--- src/rtl/core/assert_macros.svh ---
// ----------------------------------------------------------------------------
// Assertion macros
// Shared concurrent assertion forms for the core RTL.
// ----------------------------------------------------------------------------
`ifndef ASSERT_MACROS_SVH
`define ASSERT_MACROS_SVH

// same-cycle implication
`define ASSERT_IMPL(lbl, clk, rst, a, b) \
   lbl: assert property (@(posedge clk) disable iff (rst) (a) |-> (b)) \
      else $error("assertion failed: implication");

// next-cycle implication
`define ASSERT_NEXT(lbl, clk, rst, a, b) \
   lbl: assert property (@(posedge clk) disable iff (rst) (a) |=> (b)) \
      else $error("assertion failed: next-cycle implication");

`endif

--- src/rtl/core/sgi_div_cell.sv ---
// ----------------------------------------------------------------------------
// sgi_div_cell
// One restoring-division step for two lanes sharing a divisor; passes the
// partial remainder/quotient, the divisor and a tag on to the next cell.
// ----------------------------------------------------------------------------
`timescale 1ns / 1ps
`default_nettype none

module sgi_div_cell #(
   parameter int R  = 34,
   parameter int Q  = 32,
   parameter int TW = 36
) (
   input  wire logic            clock,
   input  wire logic            reset,
   input  wire logic            valid_in,
   input  wire logic [R+Q-1:0]  zx_in,
   input  wire logic [R+Q-1:0]  zy_in,
   input  wire logic [R-1:0]    d_in,
   input  wire logic [TW-1:0]   tag_in,
   output logic                 valid_out,
   output logic [R+Q-1:0]       zx_out,
   output logic [R+Q-1:0]       zy_out,
   output logic [R-1:0]         d_out,
   output logic [TW-1:0]        tag_out
);

   localparam int ZW = R + Q;

   logic            valid_ff;
   logic [ZW-1:0]   zx_ff, zy_ff, zx_in_w, zy_in_w;
   logic [R-1:0]    d_ff;
   logic [TW-1:0]   tag_ff;
   logic [R:0]      tx, ty, rx, ry;
   logic            gex, gey;

   always_comb begin
      tx  = zx_in[ZW-1:Q-1];
      ty  = zy_in[ZW-1:Q-1];
      gex = tx >= {1'b0, d_in};
      gey = ty >= {1'b0, d_in};
      rx  = gex ? tx - {1'b0, d_in} : tx;
      ry  = gey ? ty - {1'b0, d_in} : ty;
      zx_in_w = {rx[R-1:0], zx_in[Q-2:0], gex};
      zy_in_w = {ry[R-1:0], zy_in[Q-2:0], gey};
   end

   always_ff @(posedge clock) begin
      if (reset) begin
         valid_ff <= 1'b0;
      end else begin
         valid_ff <= valid_in;
      end
      zx_ff  <= zx_in_w;
      zy_ff  <= zy_in_w;
      d_ff   <= d_in;
      tag_ff <= tag_in;
   end

   assign valid_out = valid_ff;
   assign zx_out    = zx_ff;
   assign zy_out    = zy_ff;
   assign d_out     = d_ff;
   assign tag_out   = tag_ff;

endmodule

`default_nettype wire

--- config.mk ---
export PLATFORM = sky130hd
export DESIGN_NAME = sgi_div_cell
export DESIGN_NICKNAME = d
export VERILOG_FILES = /design/src/rtl/core/assert_macros.svh /design/src/rtl/core/sgi_div_cell.sv
export SDC_FILE = /design/constraint.sdc
export NUM_CORES = 1
export LEC_CHECK = 0
export BUFFER_PORTS_ARGS = -buffer_cell sky130_fd_sc_hd__buf_2
export CORE_AREA = 2 2 156 158
export CTS_CLUSTER_SIZE = 12
export DETAILED_ROUTE_END_ITERATION = 8
export DIE_AREA = 0 0 158 160
export HOLD_SLACK_MARGIN = 0.12
export PLACE_DENSITY = 0.67
export RECOVER_POWER = 25
export SLEW_MARGIN = 20
export SYNTH_ARGS = -nofsm -noshare
export SYNTH_HDL_FRONTEND = slang
export SYNTH_SLANG_ARGS = --single-unit
--- constraint.sdc ---
create_clock -name clock -period 2.7 [get_ports clock]
set_input_delay 0 -clock clock [delete_from_list [all_inputs] [get_ports clock]]
set_output_delay 0 -clock clock [all_outputs]
set_load 0.005 [all_outputs]
==> run metrics, run 1 <==
post-layout minimum cycle time=2650 ps; number of buffers added by the clock tree synthesis step=23; share of flip-flops with an asynchronous set or reset after synthesis=0%; IO Port Bufs=407; peak supply drop=0.000427 V; final hold violations=5; number of enable-type register cells in the synthesized netlist=0; net count after synthesis=between 1000 and 1500; Switching Power=0.00253 W; DR vias=about 10000; Clock Power Share=33.8%; max-cap viol count=0; share of synthesized area occupied by flip-flops and latches=45.5%; post-detailed-route DRC marker count=0; logic gate share of total power=27.8%; Via density=roughly 4.9; Boundary Pins=about 400; fmax=378 MHz; TritonCTS sink count=203; initial standard-cell utilization of the core=37.5%; internal power contribution=0.00636 W; Pwr per Cell Area=579 nW/um^2; Cell Count, Final, Fillers Out=roughly 2000; count of pins over their slew limit=0; # H-tree levels=1; path class of the lowest-slack min-delay path=in -> reg; critical path endpoint category=flop; crit-path cells=dlygate4sd3_1, buf_2, inv_1, ha_1, o21a_1, o21ai_0, a31oi_2, a211o_2, a21o_1, a31oi_4, buf_12, buf_12, mux2_2; number of buffers on the longest clock path=3; share of cells above drive strength 1=35.1%; stage delay of the slowest cell on the critical path=530 ps; Final period util=98.0%; launching element type of the critical path=input pin; global-route wire length before repair=53900 um; placed instance count=between 1500 and 2000; DIE WIDTH=between 150 and 200 um; final-layout fill cell count=between 1500 and 2000; crit path buf inv count=5; syn_area_per_cell=9.77 um^2; start-to-end type of the worst setup path=in -> reg; detailed-placement wirelength estimate=24800 um; biggest fanout along the worst timing path=10; Net Sw Frac=28.5%; clock slew at reported path FFs=70 ps; Primary FF master, synth=sky130_fd_sc_hd__dfxtp_1; die height=160 um; Setup-failing EPs final=0; relative contribution of sequential cells to total power=38.4%; GR Util All Layers=27.2%; Antenna Violating Nets Remaining=0; transition at the pin with the smallest max-transition slack=442 ps; number of antenna violations at the first check in global routing=5; layout overhead on the synthesized area=71.8%; slowest cell on the critical path=sky130_fd_sc_hd__dlygate4sd3_1; root buffer selected by CTS=sky130_fd_sc_hd__clkbuf_16; WL/cell=18.1 um; maximum number of pins on one net before global-route repair=20; Gate Count Post-Synth=just over 900; CTS tree=done; worst hold slack across all endpoints=-257 ps; number of detailed-routing iterations run before antenna repair=5; required arrival time at the worst endpoint=3100 ps; Rows=57; mapped cell area=8930 um^2; failing checks=hold timing; area enclosed by the die boundary=25300 um^2; final weighted congestion in routability-driven placement=0.902; total overflow reported by the global router=0; wire length after detailed routing=36300 um; category of cells accounting for the largest share of critical-path delay=compound AO/OA/AOI/OAI gates; Leakage=7.40 nW; data arrival time at the worst-slack endpoint=3050 ps; final sum of negative setup slack=0 ps; run status=complete, but fails checks; total number of yosys warnings=0; max-slew headroom at the worst pin=69.8%; Most common cell on crit path=sky130_fd_sc_hd__buf_12; number of violations reported at the end of detailed-routing iteration 0=between 500 and 600; core area=around 24000 um^2; via count of the first global-routing pass=10000; Cell variety after synth=66; Net count, final=~1900; #FFs+latches synth=approximately 200
-- power by group through the flow --
| stage | Sequential (W) | Combinational (W) | Clock, W |
|---|---|---|---|
| final | 0.00342 | 0.00247 | 0.00300 |
| after global routing | 0.00344 | 0.00268 | 0.00319 |
| after CTS | 0.00341 | 0.00238 | 0.00305 |
| after detailed placement | 0.00347 | 0.00209 | 0 |
| after global placement | 0.00347 | 0.00207 | 0 |
| after floorplan | 0.00352 | 0.00105 | 0 |
-- worst paths after layout --
path | start | end | slack [ps] | depth (start not counted)
worst max-delay path | d_in[19] | zy_out[40] | 50 | 13
worst min-delay path | d_in[0] | d_out[0] | -260 | 2
-- cell usage after synthesis (6+ instances only) --
cell | count | share of area (%)
sky130_fd_sc_hd__a21o_1 | 37 | 3.1
sky130_fd_sc_hd__a21oi_1 | 87 | 4.9
sky130_fd_sc_hd__a31oi_1 | 7 | 0.49
sky130_fd_sc_hd__clkbuf_1 | 16 | 0.67
sky130_fd_sc_hd__dfxtp_1 | 203 | 45
sky130_fd_sc_hd__ha_1 | 68 | 9.5
sky130_fd_sc_hd__inv_1 | 60 | 2.5
sky130_fd_sc_hd__mux2_2 | 44 | 5.5
sky130_fd_sc_hd__nand2_1 | 54 | 2.3
sky130_fd_sc_hd__nand2b_1 | 6 | 0.42
sky130_fd_sc_hd__nand3_1 | 18 | 1.0
sky130_fd_sc_hd__nand4_1 | 11 | 0.77
sky130_fd_sc_hd__nor2_1 | 66 | 2.8
sky130_fd_sc_hd__nor2b_1 | 8 | 0.56
sky130_fd_sc_hd__nor3_1 | 13 | 0.73
sky130_fd_sc_hd__o211ai_1 | 9 | 0.76
sky130_fd_sc_hd__o21a_1 | 7 | 0.59
sky130_fd_sc_hd__o21ai_0 | 33 | 1.8
sky130_fd_sc_hd__o21bai_1 | 9 | 0.76
sky130_fd_sc_hd__xnor2_1 | 33 | 3.2
sky130_fd_sc_hd__xor2_1 | 18 | 1.8
-- metrics by stage --
stage	total power [W]	setup WS, ps	utilization (%)	instance area, um^2
6_report	0.00889	52.7	64.4	15300
5_1_grt	0.00931	-9.20	64.4	15300
3_5_place_dp	0.00556	-242	50.7	12100
4_1_cts	0.00883	11.2	63.6	15200
3_3_place_gp	0.00554	-208	50.7	12100
2_1_floorplan	0.00457	2.29	-	8940
-- flip-flops by register name (all words and copies together), names as in the netlist --
name	cells
d_out	34
tag_out	36
valid_out	1
zx_out	66
zy_out	66
-- metal layers --
metal | routed length, um | vias up | global-route usage, %
met5 | 13 | - | 0
met4 | 1960 | 2 | 15.1
met3 | 2350 | 118 | 6.81
met2 | 17400 | 368 | 46.2
met1 | 14600 | 4551 | 31.1
li1 | - | 4778 | -
-- cell type report --
cell class              instances  area (um^2)  share of cell area (%)
diodes                          4         10.0                  0.0652
clock buffers                  31          636                    4.14
clock inverters                 6         63.8                   0.416
inverters                      61          229                    1.49
multi-input cells             626         4600                    30.0
flip-flops and latches        203         4060                    26.5
well taps                     324          405                    2.64
repair buffers                758         5340                    34.8
-- cell families (layout without fill, tap and decap cells) --
logic type	after synthesis	count (layout)	share of synthesized area (%)
multiplexers	49	49	6.11
buffers and inverters	85	856	3.89
other	0	4	0
AND/OR/NAND/NOR	211	211	11.3
AO/OA/AOI/OAI	245	245	18.2
XOR/XNOR	51	51	5.00
adder cells (fa/ha/maj)	70	70	9.97
flip-flops	203	203	45.5
-- cell usage in the layout (no fill, tap or decap), types with 6 or more instances in the layout --
cell type                         n
sky130_fd_sc_hd__mux2_2          44
sky130_fd_sc_hd__o211ai_1         9
sky130_fd_sc_hd__ha_1            64
sky130_fd_sc_hd__nor2_1          65
sky130_fd_sc_hd__nand2b_1         6
sky130_fd_sc_hd__nand4_1         11
sky130_fd_sc_hd__a21o_1          37
sky130_fd_sc_hd__nand3_1         18
sky130_fd_sc_hd__xnor2_1         33
sky130_fd_sc_hd__nor2b_1          8
sky130_fd_sc_hd__clkbuf_16       24
sky130_fd_sc_hd__buf_4           96
sky130_fd_sc_hd__inv_1           60
sky130_fd_sc_hd__nand2_1         54
sky130_fd_sc_hd__clkbuf_1        29
sky130_fd_sc_hd__a21oi_1         86
sky130_fd_sc_hd__dlygate4sd3_1  244
sky130_fd_sc_hd__o21a_1           7
sky130_fd_sc_hd__xor2_1          18
sky130_fd_sc_hd__nor3_1          13
sky130_fd_sc_hd__buf_2          382
sky130_fd_sc_hd__dfxtp_1        203
sky130_fd_sc_hd__o21bai_1         9
sky130_fd_sc_hd__o21ai_0         29
-- repair_timing --
action,CTS,global route
setup buffers,0,2
resized for setup,0,21
hold buffers,238,6
endpoints found under the setup margin,0,59
hold endpoints to repair,201,10
Note: power is estimated with default switching activity, not from simulation.
==> run 2: changes to the inputs <==
--- a/config.mk
+++ b/config.mk
@@ -6,13 +6,13 @@
 export NUM_CORES = 1
 export LEC_CHECK = 0
 export BUFFER_PORTS_ARGS = -buffer_cell sky130_fd_sc_hd__buf_2
+export CAP_MARGIN = 20
 export CORE_AREA = 2 2 156 158
 export CTS_CLUSTER_SIZE = 12
 export DETAILED_ROUTE_END_ITERATION = 8
 export DIE_AREA = 0 0 158 160
 export HOLD_SLACK_MARGIN = 0.12
 export PLACE_DENSITY = 0.67
-export RECOVER_POWER = 25
 export SLEW_MARGIN = 20
 export SYNTH_ARGS = -nofsm -noshare
 export SYNTH_HDL_FRONTEND = slang
==> constraint.sdc (replaced) <==
create_clock -name clock -period 2.7 [get_ports clock]
set_input_delay 0.135 -clock clock [delete_from_list [all_inputs] [get_ports clock]]
set_output_delay 0.135 -clock clock [all_outputs]
set_load 0.005 [all_outputs]
==> run 2 against run 1 <==
  * The flow still finishes with violations (hold timing)
  * Combinational power rose by 2%
  * Power fell by 0.79%
  * Sequential power barely moved
  * Worst hold slack improved by 120 ps
  * Clock-buffer cell count did not move
  * Largest power group unchanged
==> run metrics, run 2 (synthesis results as in run 1) <==
TritonCTS sink count=203; Setup-failing EPs final=0; number of buffers added by the clock tree synthesis step=23; total overflow reported by the global router=0; max-cap viol count=0; final sum of negative setup slack=0 ps; path class of the lowest-slack min-delay path=in -> reg; failing checks=hold timing; final-layout fill cell count=1929; unrepaired setup endpoints after global routing=yes; number of antenna violations at the first check in global routing=4; most frequent standard cell in the layout excluding fill and tap cells=sky130_fd_sc_hd__buf_2; utilization after layout=64.6%; number of detailed-routing iterations run before antenna repair=6; share of cells above drive strength 1=40.4%; detailed-placement wirelength estimate=24900 um; post-detailed-route DRC marker count=0; start-to-end type of the worst setup path=in -> reg; Critical Path End=zy_out[61]; GR Util All Layers=approximately 26%; wire length after detailed routing=35000 um; # H-tree levels=1; final hold violations=2; stage delay of the slowest cell on the critical path=520 ps; maximum number of pins on one net before global-route repair=21; initial standard-cell utilization of the core=around 37%; Via density=4.87; slowest cell on the critical path=sky130_fd_sc_hd__dlygate4sd3_1; Antenna Violating Nets Remaining=0; transition at the pin with the smallest max-transition slack=about 460 ps; Rows=57; number of buffers on the longest clock path=3; WL/cell=between 15 and 20 um; Leakage=7.52 nW; clock slew at reported path FFs=60 ps; area enclosed by the die boundary=around 25000 um^2; Final period util=99.2%; via count of the first global-routing pass=9657; peak supply drop=0.000447 V; DR vias=9799; required arrival time at the worst endpoint=3090 ps; layout overhead on the synthesized area=72.2%; Boundary Pins=~410; crit-path cells=dlygate4sd3_1, buf_2, inv_1, ha_1, a2111oi_4, a31oi_1, a211o_2, a21o_1, a31oi_4, buf_12, clkbuf_16, mux2_2; critical path endpoint category=flop; Net count, final=1949; DIE WIDTH=158 um; core area=23800 um^2; final weighted congestion in routability-driven placement=0.911; number of violations reported at the end of detailed-routing iteration 0=approximately 470; max-slew headroom at the worst pin=69.1%; post-layout minimum cycle time=2680 ps; startpoint of the worst setup timing path=d_in[20]; biggest fanout along the worst timing path=10; data arrival time at the worst-slack endpoint=3070 ps; global-route wire length before repair=51300 um; fmax=373 MHz; IO Port Bufs=407; worst min-delay path startpoint=d_in[0]; count of pins over their slew limit=0; die height=160 um; worst hold slack across all endpoints=-139 ps; launching element type of the critical path=input pin; run status=complete, but fails checks; root buffer selected by CTS=sky130_fd_sc_hd__clkbuf_16; CTS tree=done; Pwr per Cell Area=574 nW/um^2; most frequent cells in the layout=sky130_fd_sc_hd__buf_2, sky130_fd_sc_hd__dfxtp_1, sky130_fd_sc_hd__dlygate4sd3_1, sky130_fd_sc_hd__buf_4, sky130_fd_sc_hd__a21oi_1
-- run 2: changes by cell type in the layout (fill, tap and decap cells not counted), sizes merged --
cell         previous run  this run
clkinv                  3         4
clkbuf                 57        33
buf                   488       555
bufinv                  1         0
dlygate4sd3           244       202
-- run 2: routing by layer --
| metal | global-route usage [%] | up-vias | share of wire, % |
|---|---|---|---|
| li1 | - | 4781 | - |
| met1 | 29.6 | 4519 | 40 |
| met2 | 46.7 | 397 | 49 |
| met3 | 4.94 | 100 | 6.9 |
| met4 | 10.7 | 2 | 4.6 |
| met5 | 0 | - | 0.034 |
-- run 2: layout make-up --
cell class                      count  area [um^2]  share of cell area, %
Timing Repair Buffer              759         5290                   34.4
Multi-Input combinational cell    626         4700                   30.6
Sequential cell                   203         4060                   26.4
Clock buffer                       31          646                   4.20
Tap cell                          324          405                   2.64
Inverter                           61          229                   1.49
Clock inverter                      6         38.8                  0.252
Antenna cell                        4         10.0                 0.0651
-- run 2: stage by stage --
step           setup slack [ps]  total power, W  cells  instance area (um^2)  hold slack [ps]
6_report                   21.1         0.00882   2014                 15400             -139
2_1_floorplan             -27.5         0.00459    914                  9010              163
3_3_place_gp               -254         0.00563   1767                 12500              238
5_1_grt                   -60.1         0.00923   2013                 15400             -147
4_1_cts                    30.9         0.00877   2004                 15200             -164
3_5_place_dp               -332         0.00566   1767                 12500              239
-- run 2: how the worst min path moves through the flow --
stage | end | slack [ps] | cells past startpoint
CTS | d_out[0] | -160 | 2
finish | d_out[0] | -140 | 2
global route | d_out[0] | -150 | 2
global placement | tag_out[24] | 240 | 1
floorplan | d_out[0] | 160 | 0
detailed placement | zy_out[2] | 240 | 1
-- run 2: power by group --
part	total (W)	switching, W	internal, W
clock network	0.00288	0.00122	0.00166
logic	0.00252	0.00118	0.00134
registers	0.00342	0.0000963	0.00333
total	0.00882	0.00249	0.00633
-- run 2: timing repair --
item / CTS / global route
setup endpoints to repair: 0 / 64
hold endpoints to repair: 201 / 3
setup buffers: 0 / 2
hold buffers: 200 / 2
gates resized for setup: 0 / 31
-- run 2: critical path, delay by kind of cell --
kind | cells | cell delay, ps
compound gates | 5 | 1310
fa+ha+maj | 1 | 240
buf+inv | 5 | 1030
mux | 1 | 340
